==> src/sv/alcc_pkg.sv <==
// Shared types and constants for the ambient light contrast controller.
`default_nettype none
package alcc_pkg;

	localparam int unsigned RAW_W  = 16;
	localparam int unsigned LUX_W  = 16;
	localparam int unsigned LVL_W  = 8;
	localparam int unsigned RAW5_W = RAW_W + 3;
	localparam int unsigned PROD_W = LUX_W + LVL_W;
	localparam int unsigned CNT_W  = 5;
	localparam int unsigned ADDR_W = 4;
	localparam int unsigned DATA_W = 32;

	// lux = raw*5/6, quotient bits worked one per cycle
	localparam logic [CNT_W-1:0] LUX_LAST = CNT_W'(RAW5_W - 1);
	localparam logic [CNT_W-1:0] MUL_LAST = CNT_W'(LVL_W - 1);
	localparam logic [CNT_W-1:0] DIV_LAST = CNT_W'(PROD_W - 1);
	localparam logic [LUX_W-1:0] LUX_DIVISOR = LUX_W'(6);

	localparam logic [LUX_W-1:0] FLOOR_RST = LUX_W'(1);
	localparam logic [LUX_W-1:0] CEIL_RST  = LUX_W'(50);
	localparam logic [LVL_W-1:0] CMIN_RST  = LVL_W'(3);
	localparam logic [LVL_W-1:0] CMAX_RST  = LVL_W'(255);

	localparam logic [LVL_W-1:0] SLEW_DEADBAND = LVL_W'(2);
	localparam logic [LVL_W-1:0] SLEW_MIN_STEP = LVL_W'(2);
	localparam int unsigned      SLEW_SHIFT    = 5;

	typedef enum logic [1:0] {
		REG_LUX_FLOOR    = 2'd0,
		REG_LUX_CEILING  = 2'd1,
		REG_CONTRAST_MIN = 2'd2,
		REG_CONTRAST_MAX = 2'd3
	} reg_idx_t;

	typedef enum logic [2:0] {
		ST_IDLE,
		ST_LUX_DIV,
		ST_TARGET,
		ST_MUL,
		ST_DIV,
		ST_SLEW,
		ST_HOLD
	} state_t;

endpackage
`default_nettype wire

==> src/sv/ambient_light_contrast_controller_top.sv <==
// Ambient light contrast controller: lux conversion, target mapping and slew.
//
//  channel   dir  fields (low bit up)                               handshake
//  s_axis    in   tdata: raw_light[15:0]                            tvalid/tready
//  m_axis    out  tdata: lux_value, target_level, drive_level;      tvalid/tready
//                 tuser: level_changed
//  apb       in   lux_floor@0x0, lux_ceiling@0x4, contrast_min@0x8,  psel/penable
//                 contrast_max@0xC
//
// One word at a time. When the target is interpolated, a word passes a
// bit-serial divide by 6, a shift-add multiply and a restoring divide before
// the next possible accept; when the lux lies outside the band or the band is
// empty, the multiply and divide are skipped. A finished word waits in the
// output register while the next input is taken; a word still waiting there
// stalls the next one in its last state. Reset clears control state and loads
// register defaults.
`default_nettype none
module ambient_light_contrast_controller_top
	import alcc_pkg::*;
(
	input  wire logic              clk,
	input  wire logic              arst_n,
	input  wire logic              s_tvalid,
	output logic                   s_tready,
	input  wire logic [RAW_W-1:0]  s_tdata,   // [15:0] raw_light
	output logic                   m_tvalid,
	input  wire logic              m_tready,
	output logic [31:0]            m_tdata,   // [15:0] lux_value, [23:16] target_level,
	                                          // [31:24] drive_level
	output logic                   m_tuser,   // [0] level_changed
	input  wire logic              psel,
	input  wire logic              penable,
	input  wire logic              pwrite,
	input  wire logic [ADDR_W-1:0] paddr,
	input  wire logic [DATA_W-1:0] pwdata,
	output logic [DATA_W-1:0]      prdata,
	output logic                   pready
);

	state_t state_q, state_nxt;

	logic [LUX_W-1:0]  floor_q, ceil_q;
	logic [LVL_W-1:0]  cmin_q, cmax_q;
	logic [LVL_W-1:0]  cur_q;

	logic [CNT_W-1:0]  cnt_q;
	logic [PROD_W-1:0] dvd_q;
	logic [LUX_W-1:0]  rem_q, den_q, mcand_q, lux_q;
	logic [LVL_W-1:0]  span_q, tgt_q;
	logic              up_q, interp_q;

	logic              out_valid_q;
	logic [31:0]       out_data_q;
	logic              out_user_q;

	// config port
	logic     wr_en;
	reg_idx_t widx;
	assign pready = 1'b1;
	assign wr_en  = psel && penable && pwrite && pready;
	assign widx   = reg_idx_t'(paddr[3:2]);

	always_ff @(posedge clk or negedge arst_n) begin
		if (!arst_n) begin
			floor_q <= FLOOR_RST;
			ceil_q  <= CEIL_RST;
			cmin_q  <= CMIN_RST;
			cmax_q  <= CMAX_RST;
		end else if (wr_en) begin
			unique case (widx)
				REG_LUX_FLOOR:    floor_q <= pwdata[LUX_W-1:0];
				REG_LUX_CEILING:  ceil_q  <= pwdata[LUX_W-1:0];
				REG_CONTRAST_MIN: cmin_q  <= pwdata[LVL_W-1:0];
				REG_CONTRAST_MAX: cmax_q  <= pwdata[LVL_W-1:0];
				default: ;
			endcase
		end
	end

	always_comb begin
		unique case (widx)
			REG_LUX_FLOOR:    prdata = {{(DATA_W-LUX_W){1'b0}}, floor_q};
			REG_LUX_CEILING:  prdata = {{(DATA_W-LUX_W){1'b0}}, ceil_q};
			REG_CONTRAST_MIN: prdata = {{(DATA_W-LVL_W){1'b0}}, cmin_q};
			REG_CONTRAST_MAX: prdata = {{(DATA_W-LVL_W){1'b0}}, cmax_q};
			default:          prdata = '0;
		endcase
	end

	// restoring divider step, one quotient bit per cycle
	logic [LUX_W:0]    rem_sh, trial;
	logic              fits;
	logic [LUX_W-1:0]  rem_nxt;
	logic [PROD_W-1:0] dvd_nxt;
	assign rem_sh  = {rem_q, dvd_q[PROD_W-1]};
	assign trial   = rem_sh - {1'b0, den_q};
	assign fits    = rem_sh >= {1'b0, den_q};
	assign rem_nxt = fits ? trial[LUX_W-1:0] : rem_sh[LUX_W-1:0];
	assign dvd_nxt = {dvd_q[PROD_W-2:0], fits};

	logic [RAW5_W-1:0] raw5;
	assign raw5 = {1'b0, s_tdata, 2'b00} + {3'b000, s_tdata};

	// band decision on the fresh lux
	logic [LUX_W-1:0] lux_now, den_now;
	logic             lux_lo, lux_hi, up_now;
	logic [LVL_W-1:0] span_now;
	assign lux_now  = dvd_q[LUX_W-1:0];
	assign lux_lo   = lux_now < floor_q;
	assign lux_hi   = lux_now > ceil_q;
	assign den_now  = ceil_q - floor_q;
	assign up_now   = cmax_q >= cmin_q;
	assign span_now = up_now ? (cmax_q - cmin_q) : (cmin_q - cmax_q);

	logic trivial;
	assign trivial = lux_lo || lux_hi || (den_now == '0);

	// slew
	logic [LVL_W-1:0] off, tgt_eff, clamp_lo, clamp, diff, step, cur_nxt;
	logic             chg;
	always_comb begin
		off      = dvd_q[LVL_W-1:0];
		tgt_eff  = interp_q ? (up_q ? (cmin_q + off) : (cmin_q - off)) : tgt_q;
		clamp_lo = (cur_q < cmin_q) ? cmin_q : cur_q;
		clamp    = (clamp_lo > cmax_q) ? cmax_q : clamp_lo;
		diff     = (clamp > tgt_eff) ? (clamp - tgt_eff) : (tgt_eff - clamp);
		step     = diff >> SLEW_SHIFT;
		if (step < SLEW_MIN_STEP) begin
			step = SLEW_MIN_STEP;
		end
		chg     = diff > SLEW_DEADBAND;
		cur_nxt = clamp;
		if (chg) begin
			cur_nxt = (clamp < tgt_eff) ? (clamp + step) : (clamp - step);
		end
	end

	// next state
	always_comb begin
		state_nxt = state_q;
		unique case (state_q)
			ST_IDLE:    if (s_tvalid) state_nxt = ST_LUX_DIV;
			ST_LUX_DIV: if (cnt_q == LUX_LAST) state_nxt = ST_TARGET;
			ST_TARGET:  state_nxt = trivial ? ST_SLEW : ST_MUL;
			ST_MUL:     if (cnt_q == MUL_LAST) state_nxt = ST_DIV;
			ST_DIV:     if (cnt_q == DIV_LAST) state_nxt = ST_SLEW;
			ST_SLEW:    state_nxt = ST_HOLD;
			ST_HOLD:    if (!out_valid_q || m_tready) state_nxt = ST_IDLE;
			default:    state_nxt = ST_IDLE;
		endcase
	end

	// handshake outputs
	logic load_out;
	always_comb begin
		s_tready = (state_q == ST_IDLE);
		load_out = (state_q == ST_HOLD) && (!out_valid_q || m_tready);
	end

	always_ff @(posedge clk or negedge arst_n) begin
		if (!arst_n) begin
			state_q     <= ST_IDLE;
			cnt_q       <= '0;
			cur_q       <= CMIN_RST;
			out_valid_q <= 1'b0;
		end else begin
			state_q <= state_nxt;
			if ((state_q == ST_IDLE) || (state_q == ST_TARGET) ||
			    ((state_q == ST_MUL) && (cnt_q == MUL_LAST))) begin
				cnt_q <= '0;
			end else if ((state_q == ST_LUX_DIV) || (state_q == ST_MUL) ||
			             (state_q == ST_DIV)) begin
				cnt_q <= cnt_q + CNT_W'(1);
			end
			if (state_q == ST_SLEW) begin
				cur_q <= cur_nxt;
			end
			if (load_out) begin
				out_valid_q <= 1'b1;
			end else if (m_tready) begin
				out_valid_q <= 1'b0;
			end
		end
	end

	// datapath
	always_ff @(posedge clk) begin
		case (state_q) inside
			ST_IDLE: begin
				if (s_tvalid) begin
					dvd_q <= {raw5, {(PROD_W-RAW5_W){1'b0}}};
					rem_q <= '0;
					den_q <= LUX_DIVISOR;
				end
			end
			ST_LUX_DIV, ST_DIV: begin
				dvd_q <= dvd_nxt;
				rem_q <= rem_nxt;
			end
			ST_TARGET: begin
				lux_q    <= lux_now;
				interp_q <= !trivial;
				up_q     <= up_now;
				span_q   <= span_now;
				den_q    <= den_now;
				mcand_q  <= lux_now - floor_q;
				rem_q    <= '0;
				dvd_q    <= '0;
				if (lux_lo) begin
					tgt_q <= cmin_q;
				end else if (lux_hi) begin
					tgt_q <= cmax_q;
				end else begin
					tgt_q <= cmin_q;
				end
			end
			ST_MUL: begin
				dvd_q  <= {dvd_q[PROD_W-2:0], 1'b0} +
				          (span_q[LVL_W-1] ? {{(PROD_W-LUX_W){1'b0}}, mcand_q} : '0);
				span_q <= {span_q[LVL_W-2:0], 1'b0};
			end
			ST_SLEW: begin
				out_data_q <= {cur_nxt, tgt_eff, lux_q};
				out_user_q <= chg;
			end
			default: ;
		endcase
	end

	logic [31:0] m_data_q;
	logic        m_user_q;
	always_ff @(posedge clk) begin
		if (load_out) begin
			m_data_q <= out_data_q;
			m_user_q <= out_user_q;
		end
	end

	assign m_tvalid = out_valid_q;
	assign m_tdata  = m_data_q;
	assign m_tuser  = m_user_q;

endmodule
`default_nettype wire
==> config.mk <==
export PLATFORM = sky130hd
export DESIGN_NAME = ambient_light_contrast_controller_top
export DESIGN_NICKNAME = d
export VERILOG_FILES = /design/src/sv/alcc_pkg.sv /design/src/sv/ambient_light_contrast_controller_top.sv
export SDC_FILE = /design/constraint.sdc
export NUM_CORES = 1
export LEC_CHECK = 0
export ABC_AREA = 1
export BUFFER_PORTS_ARGS = -buffer_cell sky130_fd_sc_hd__clkbuf_2
export CAP_MARGIN = 5
export CORE_AREA = 2 2 258 209
export CTS_BUF_LIST = sky130_fd_sc_hd__clkbuf_16
export CTS_CLUSTER_SIZE = 10
export DETAILED_ROUTE_END_ITERATION = 8
export DIE_AREA = 0 0 260 211
export GPL_TIMING_DRIVEN = 0
export HOLD_SLACK_MARGIN = 0.02
export PLACE_DENSITY = 0.48
export SLEW_MARGIN = 5
export SYNTH_ARGS = -nofsm -noshare
export SYNTH_HDL_FRONTEND = slang
export SYNTH_SLANG_ARGS = --single-unit
==> constraint.sdc <==
create_clock -name clk -period 9.1 [get_ports clk]
set_input_delay 1.365 -clock clk [delete_from_list [all_inputs] [get_ports clk]]
set_output_delay 1.365 -clock clk [all_outputs]
set_load 0.05 [all_outputs]
==> results of run 1 <==
-- cell families after synthesis --
| logic type | count (synthesis) | share of synthesized area, % |
|---|---|---|
| AND/OR/NAND/NOR | 613 | 16.8 |
| multiplexers | 2 | 0.128 |
| flip-flops | 237 | 43.7 |
| buffers and inverters | 318 | 8.19 |
| XOR/XNOR | 73 | 4.10 |
| AO/OA/AOI/OAI | 377 | 13.5 |
| adder cells (fa/ha/maj) | 162 | 13.5 |
| other | 2 | 0.0482 |
-- stage by stage --
| step | util (%) | setup slack (ps) | hold slack (ps) | instances | instance area [µm²] |
|---|---|---|---|---|---|
| floorplan | - | 2520 | 400 | 1799 | 15600 |
| global route | 34.5 | 144 | 421 | 2636 | 18000 |
| finish | 34.5 | 895 | 415 | 2636 | 18000 |
| detailed placement | 32.7 | 950 | 405 | 2586 | 17000 |
| global placement | 32.6 | 946 | 404 | 2583 | 17000 |
| CTS | 34.5 | 939 | 417 | 2636 | 18000 |
-- layer usage --
layer	vias up	wire length [µm]
met1	5671	23500
met3	56	1790
met4	0	998
li1	6287	-
met5	-	0
met2	271	16800
-- critical path, delay by kind of cell (launching register included) --
kind,cells,cell delay (ps)
adders and majority gates,6,1770
xor gates and xnor gates,1,150
AOI/OAI and AO/OA,4,1630
DFF,1,650
and+or+nand+nor,29,2900
buffers and inverters,6,860
-- final cells by class --
type	instances	share of cell area, %
Inverter	274	5.73
Timing Repair Buffer	94	2.93
Clock inverter	19	0.718
Clock buffer	31	4.32
Tap cell	693	4.83
Sequential cell	237	37.9
Multi-Input combinational cell	1244	42.2
Buffer	44	1.38
-- registers in the layout (all words and copies together) (netlist names) --
| register | count |
|---|---|
| floor_q | 16 |
| cnt_q | 5 |
| out_user_q | 1 |
| lux_q | 16 |
| cmin_q | 8 |
| m_tvalid | 1 |
| ceil_q | 16 |
| interp_q | 1 |
| mcand_q | 16 |
| cur_q | 8 |
| m_tuser | 1 |
| rem_q | 16 |
| den_q | 16 |
| span_q | 8 |
| up_q | 1 |
| state_q | 3 |
| tgt_q | 8 |
| m_tdata | 32 |
| cmax_q | 8 |
| out_data_q | 32 |
| dvd_q | 24 |
-- cell usage in the layout (no fill, tap or decap), types with 49 or more instances in the layout --
master,synthesis,layout
edfxtp_1,172,172
nor2_1,106,104
clkbuf_2,0,90
nand2_1,370,370
nand3_1,63,63
inv_1,271,278
ha_1,152,152
o21ai_0,141,141
dfrtp_1,49,49
xor2_1,51,51
a21oi_1,137,137
-- synth_stat cells, types with 7 or more instances --
| cell type | n |
|---|---|
| o22ai_1 | 18 |
| o221ai_1 | 7 |
| fa_1 | 10 |
| o21ai_1 | 15 |
| dfstp_2 | 16 |
| nor2_1 | 106 |
| a21oi_1 | 137 |
| dfrtp_1 | 49 |
| o21bai_1 | 8 |
| or2_2 | 7 |
| nand2_1 | 370 |
| nand3_1 | 63 |
| ha_1 | 152 |
| o31ai_1 | 7 |
| o21ai_0 | 141 |
| inv_1 | 271 |
| clkbuf_1 | 19 |
| edfxtp_1 | 172 |
| xnor2_1 | 22 |
| nand4_1 | 18 |
| xor2_1 | 51 |
| buf_4 | 18 |
| nor3_1 | 14 |
-- worst max-delay path by stage --
stage | from | endpoint | depth (start not counted)
2_1_floorplan | cmin_q[1] | out_data_q[31] | 46
3_5_place_dp | cmin_q[1] | out_data_q[31] | 46
6_report | cmin_q[1] | out_data_q[31] | 46
3_3_place_gp | cmin_q[1] | out_data_q[31] | 46
4_1_cts | cmin_q[1] | out_data_q[31] | 46
5_1_grt | cmin_q[1] | out_data_q[31] | 46
==> results.yml, run 1 <==
global_routing:
  grt_use_met1_pct: 25.1
  grt_max_degree: 58
  track_usage_pct: 15.8
  grt-busiest-layer: "met1"
  antenna_found_initial: 0
  grt_overflow: 0
  grt_pass1_wl_mm: 67.6
  use_met2_pct: 22.2
  use_met3_pct: 1.98
  grt_pass1_vias: 11800
cells_and_area:
  fillers: 5388
  seqCellArea_um2: 6810
  multiInputGateArea_um2: 7570
  layout-drive-gt1-share_pct: 10.9
  syn2layout_area_growth_pct: 15.2
  insertedDiodeCount: 0
  nets: 2146
cts:
  cts_tree: "done"
  clk_latency_ps: 570
  max-clock-path-buffers: 3
  cts_hold_buf: 0
  post-cts-setup-buffers: 0
  numCtsBuffers: 30
  post_cts_resized: 0
  path_clk_slew_ps: 60
  cts_root_buf: "clkbuf_16"
  htree_levels: 1
  cts_num_sinks: 237
die:
  rows: 75
  core-area_um2: 52100
  dieArea_um2: 54900
  initial_utilization_pct: 29.9
  die_x_um: 260
  die_h_um: 211
  top_level_ports: 127
min_path:
  hold_path_depth: 0
  hp-start: "out_data_q[6]"
  holdPathEnd: "m_tdata[6]"
  hp-class: "flip-flop to flip-flop"
logic_synthesis:
  synth-edff-count: 172
  async_flop_share_pct: 27.4
  yosysTopAreaCellShare_pct: 33.1
  synth_area_leaders: "edfxtp_1 (33%), ha_1 (12%), nand2_1 (8.9%), dfrtp_1 (7.9%), inv_1 (6.5%)"
  ys_ff_latch: 237
  netlist_instances: 1784
  ys_warn_count: 0
  syn_avg_cell_area_um2: 8.74
  synth.distinct_cells: 61
  yosys.area.top_type: "edfxtp_1"
  ys.flop_type: "edfxtp_1"
  netlist_area_um2: 15600
  yosysSeqAreaShare_pct: 43.7
sta:
  period_minus_slack_ps: 8200
  finalHoldViolCount: 0
  fin_crit_sh_pct: 90.2
  max-slew-margin-rel_pct: 16.1
  fin_skew_ps: 21.8
  setup_viol: 0
  finalMaxSlewViolations: 0
  rsz0062_at_grt: "false"
  worstMarginPinSlew_ps: 1250
  finalSetupTns_ps: 0
  max_freq_mhz: 122
route:
  via_per_inst: 4.66
  drc: 0
  vias: 12300
  first_iter_violations: 933
  postRouteAntennaNets: 0
  dr.pass1.iters: 5
  avgRoutedWirePerCell_um: 16.4
  drt_wl_total_mm: 43.1
setup_path:
  critPathMaxStageDelay_ps: 960
  cp_max_fo: 10
  cp_data_arrival_time_ps: 8540
  setup.worst_path.class: "flip-flop to flip-flop"
  worstPathRequired_ps: 9430
  reg2reg_depth: 46
  critPathMostFrequentCell: "nand2_1"
  reg2reg_to: "out_data_q[31]"
  rrSetupSlack_ps: 900
  critical_path.slowest_cell: "o21ai_0"
  r2r_start: "cmin_q[1]"
  start_kind: "flip-flop"
  endpoint_kind: "flip-flop"
run_status:
  outcome: "complete, no violations"
job:
  drv_cap: 0
place:
  gp_congestion: 0.870
  portBuffers: 91
  hpwl_mm: 34.3
Power of run 1 is not shown: default switching activity piles up to over one toggle a cycle in this logic, so the estimate is an artifact.
==> inputs of run 2 (changes only) <==
--- a/config.mk
+++ b/config.mk
@@ -15,6 +15,7 @@
 export DIE_AREA = 0 0 260 211
 export GPL_TIMING_DRIVEN = 0
 export HOLD_SLACK_MARGIN = 0.02
+export MAX_ROUTING_LAYER = met4
 export PLACE_DENSITY = 0.48
 export SLEW_MARGIN = 5
 export SYNTH_ARGS = -nofsm -noshare
==> results.yml, run 2 (synthesized netlist as in run 1, its figures left out) <==
run_status:
  outcome: "complete, no violations"
die:
  initial_utilization_pct: 29.9
  die_h_um: 211
  core-area_um2: 52100
  die_x_um: 260
  rows: 75
  top_level_ports: 127
  dieArea_um2: 54900
global_routing:
  grt_pass1_vias: 11900
  grt_max_degree: 58
  antenna_found_initial: 0
  track_usage_pct: 16.4
  grt_pass1_wl_mm: 67.9
  grt_overflow: 0
sta:
  max_freq_mhz: 123
  worstMarginPinSlew_ps: 1180
  finalHoldViolCount: 0
  period_minus_slack_ps: 8150
  setup_viol: 0
  fin_crit_sh_pct: 89.5
  finalMaxSlewViolations: 0
  finalSetupTns_ps: 0
  rsz0062_at_grt: "false"
  fin_skew_ps: 14.7
  max-slew-margin-rel_pct: 20.2
cells_and_area:
  insertedDiodeCount: 0
  fillers: 5393
  final_common_cell: "nand2_1"
  layout-drive-gt1-share_pct: 10.8
  layout_common_cells: "nand2_1 (370), inv_1 (283), edfxtp_1 (172), ha_1 (152), o21ai_0 (141)"
  nets: 2146
  syn2layout_area_growth_pct: 15.3
setup_path:
  reg2reg_depth: 46
  setup.worst_path.class: "flip-flop to flip-flop"
  endpoint_kind: "flip-flop"
  cp_max_fo: 10
  critical_path.slowest_cell: "o21ai_0"
  crit_buf_inv: 6
  worstPathRequired_ps: 9430
  critPathMaxStageDelay_ps: 920
  crit_cells: 46
  crit_family: "simple AND/OR/NAND/NOR gates"
  critPathMostFrequentCell: "nand2_1"
  cp_data_arrival_time_ps: 8480
  start_kind: "flip-flop"
cts:
  path_clk_slew_ps: 50
  cts_root_buf: "clkbuf_16"
  post-cts-setup-buffers: 0
  clk_latency_ps: 580
  cts_hold_buf: 0
  post_cts_resized: 0
  cts_tree: "done"
  htree_levels: 1
  max-clock-path-buffers: 3
  cts_num_sinks: 237
  numCtsBuffers: 30
route:
  postRouteAntennaNets: 0
  drc: 0
  dr.pass1.iters: 7
  vias: 12300
  avgRoutedWirePerCell_um: 16.4
  first_iter_violations: 961
  via_per_inst: 4.67
  drt_wl_total_mm: 43.4
place:
  hpwl_mm: 34.5
  portBuffers: 91
  gp_congestion: 0.878
job:
  drv_cap: 0
min_path:
  hold_path_depth: 0
  hp-class: "flip-flop to flip-flop"
[run 2: cell types whose count changed in the layout (fill, tap and decap cells not counted)]
cell,delta
inv_2,-1
clkbuf_16,+2
clkinv_1,-3
inv_1,+5
clkinv_2,-1
bufinv_16,-1
[run 2: layout make-up]
cell class	count	area, µm²	area share [%]
tap	693	867	4.82
clock buffer	33	826	4.59
sequential	237	6810	37.9
multi-input combinational	1244	7570	42.1
timing repair buffer	94	526	2.92
buffer	44	248	1.38
inverter	274	1030	5.72
clock inverter	18	97.6	0.543
[run 2: metal layers]
layer  track usage, %  vias up  share of wire (%)
met2             22.2      230                 39
li1                 -     6281                  -
met1             25.4     5758                 54
met3             2.09       57                4.1
met5                -        -                  0
met4             3.73        0                2.2
[run 2: worst paths after layout]
path | start | end | slack [ps]
min reg2reg | lux_q[5] | out_data_q[5] | 410
min in group asynchronous | arst_n | cur_q[2] | 650
max in group asynchronous | arst_n | ceil_q[4] | 7860
min | lux_q[5] | out_data_q[5] | 410
max | cmin_q[1] | out_data_q[31] | 950
max reg2reg | cmin_q[1] | out_data_q[31] | 950
[run 2: worst reg2reg max path, delay by kind of cell, from the launching register on]
family                     cells  cell delay, ps
AOI/OAI and AO/OA              4            1630
xor gates and xnor gates       1             140
adders and majority gates      6            1760
buffers and inverters          6             870
DFF                            1             650
and+or+nand+nor               29            2860
[run 2: per-stage QoR]
stage | instances | setup WS, ps | instance area, µm² | utilization (%) | hold WS (ps)
floorplan | 1799 | 2520 | 15600 | - | 400
global placement | 2583 | 931 | 17000 | 32.6 | 404
detailed placement | 2586 | 1010 | 17000 | 32.7 | 405
CTS | 2637 | 1000 | 18000 | 34.5 | 417
global route | 2637 | 179 | 18000 | 34.5 | 422
finish | 2637 | 954 | 18000 | 34.5 | 415
Power of run 2 is left out for the same reason.
==> inputs of run 3 (changes only) <==
--- a/config.mk
+++ b/config.mk
@@ -8,15 +8,17 @@
 export ABC_AREA = 1
 export BUFFER_PORTS_ARGS = -buffer_cell sky130_fd_sc_hd__clkbuf_2
 export CAP_MARGIN = 5
-export CORE_AREA = 2 2 258 209
+export CELL_PAD_IN_SITES_DETAIL_PLACEMENT = 0
+export CELL_PAD_IN_SITES_GLOBAL_PLACEMENT = 1
+export CORE_AREA = 2 2 207 168
 export CTS_BUF_LIST = sky130_fd_sc_hd__clkbuf_16
 export CTS_CLUSTER_SIZE = 10
 export DETAILED_ROUTE_END_ITERATION = 8
-export DIE_AREA = 0 0 260 211
+export DIE_AREA = 0 0 209 170
 export GPL_TIMING_DRIVEN = 0
 export HOLD_SLACK_MARGIN = 0.02
 export MAX_ROUTING_LAYER = met4
-export PLACE_DENSITY = 0.48
+export PLACE_DENSITY = 0.83
 export SLEW_MARGIN = 5
 export SYNTH_ARGS = -nofsm -noshare
 export SYNTH_HDL_FRONTEND = slang
==> results.yml, run 3 (synthesized netlist as in run 1, its figures left out) <==
setup_path:
  endpoint_kind: "flip-flop"
  critical_path.slowest_cell: "o21ai_0"
  start_kind: "flip-flop"
  cp_data_arrival_time_ps: 8700
  rrSetupSlack_ps: 730
  critPathMostFrequentCell: "nand2_1"
  cp_max_fo: 10
  r2r_start: "cmin_q[1]"
  critPathMaxStageDelay_ps: 850
  setup.worst_path.class: "flip-flop to flip-flop"
  reg2reg_to: "out_data_q[31]"
  reg2reg_depth: 43
  worstPathRequired_ps: 9420
sta:
  setup_viol: 0
  max-slew-margin-rel_pct: 25.8
  fin_crit_sh_pct: 92.0
  finalSetupTns_ps: 0
  finalMaxSlewViolations: 0
  period_minus_slack_ps: 8370
  max_freq_mhz: 119
  rsz0062_at_grt: "false"
  worstMarginPinSlew_ps: 1100
  finalHoldViolCount: 0
  fin_skew_ps: 23.0
cts:
  max-clock-path-buffers: 3
  cts_num_sinks: 237
  path_clk_slew_ps: 60
  cts_tree: "done"
  post-cts-setup-buffers: 0
  htree_levels: 1
  post_cts_resized: 0
  cts_root_buf: "clkbuf_16"
  numCtsBuffers: 28
  cts_hold_buf: 0
  clk_latency_ps: 560
die:
  die_x_um: 209
  initial_utilization_pct: 46.7
  top_level_ports: 127
  rows: 60
  dieArea_um2: 35500
  core-area_um2: 33400
  die_h_um: 170
route:
  drc: 0
  first_iter_violations: 1031
  via_per_inst: 5.24
  avgRoutedWirePerCell_um: 16.9
  vias: 12500
  drt_wl_total_mm: 40.3
  postRouteAntennaNets: 0
  dr.pass1.iters: 7
place:
  gp_congestion: 0.907
  portBuffers: 91
  hpwl_mm: 31.9
cells_and_area:
  nets: 2144
  fillers: 3082
  layout-drive-gt1-share_pct: 10.4
  insertedDiodeCount: 0
  final_common_cell: "nand2_1"
  seqCellArea_um2: 6810
  syn2layout_area_growth_pct: 12.7
  layout_common_cells: "nand2_1 (370), inv_1 (291), edfxtp_1 (172), ha_1 (152), o21ai_0 (141)"
  multiInputGateArea_um2: 7570
run_status:
  outcome: "complete, no violations"
global_routing:
  grt_pass1_vias: 11500
  grt_pass1_wl_mm: 63.1
  grt_overflow: 0
  grt_max_degree: 55
  track_usage_pct: 23.4
  antenna_found_initial: 1
min_path:
  hp-start: "out_data_q[28]"
  hp-class: "flip-flop to flip-flop"
  holdPathEnd: "m_tdata[28]"
  hold_path_depth: 0
job:
  drv_cap: 0
run 3: cell types whose count changed in the layout (fill, tap and decap cells not counted):
cell,previous run,this run
clkinv_2,3,0
bufinv_16,1,0
inv_1,283,291
clkbuf_16,33,30
run 3: worst max path at each step:
| stage | startpoint | to | slack [ps] | depth (start not counted) |
|---|---|---|---|---|
| after detailed placement | cmin_q[1] | out_data_q[31] | 840 | 44 |
| after floorplan | cmin_q[1] | out_data_q[31] | 2520 | 46 |
| after global routing | cmin_q[1] | out_data_q[31] | 8 | 44 |
| after CTS | cmin_q[1] | out_data_q[31] | 820 | 44 |
| after global placement | cmin_q[1] | out_data_q[31] | 780 | 44 |
| final | cmin_q[1] | out_data_q[31] | 730 | 43 |
run 3: through the flow:
stage | area (µm²) | hold slack (ps) | utilization [%] | setup slack, ps | std cells
finish | 17600 | 415 | 52.6 | 726 | 2379
global route | 17600 | 415 | 52.6 | 8.03 | 2379
CTS | 17600 | 413 | 52.6 | 823 | 2379
detailed placement | 16700 | 405 | 50.1 | 838 | 2327
global placement | 16600 | 402 | 49.8 | 780 | 2324
floorplan | 15600 | 400 | - | 2520 | 1799
run 3: cell type report:
type                    instances  share of cell area, %
multi-input cells            1244                   43.1
flip-flops and latches        237                   38.8
inverters                     274                   5.86
clock buffers                  30                   4.28
well taps                     434                   3.09
repair buffers                 94                   2.99
plain buffers                  44                   1.41
clock inverters                22                  0.470
run 3: critical path: cells and delay by family (launching register included):
kind	cells	cell delay, ps
AO/OA/AOI/OAI	5	1970
XOR/XNOR	1	120
adder cells (fa/ha/maj)	6	1690
buffers and inverters	6	910
flip-flops	1	650
AND/OR/NAND/NOR	25	2760
run 3: metal layers:
metal	up-vias	GRT usage, %	share of wire (%)	routed length [µm]
li1	6283	-	-	-
met1	5716	36.1	51	20400
met2	419	32.3	40	16100
met3	46	3.64	8.0	3210
met4	0	4.29	1.6	639
met5	-	-	0	0
Power of run 3 is left out for the same reason.
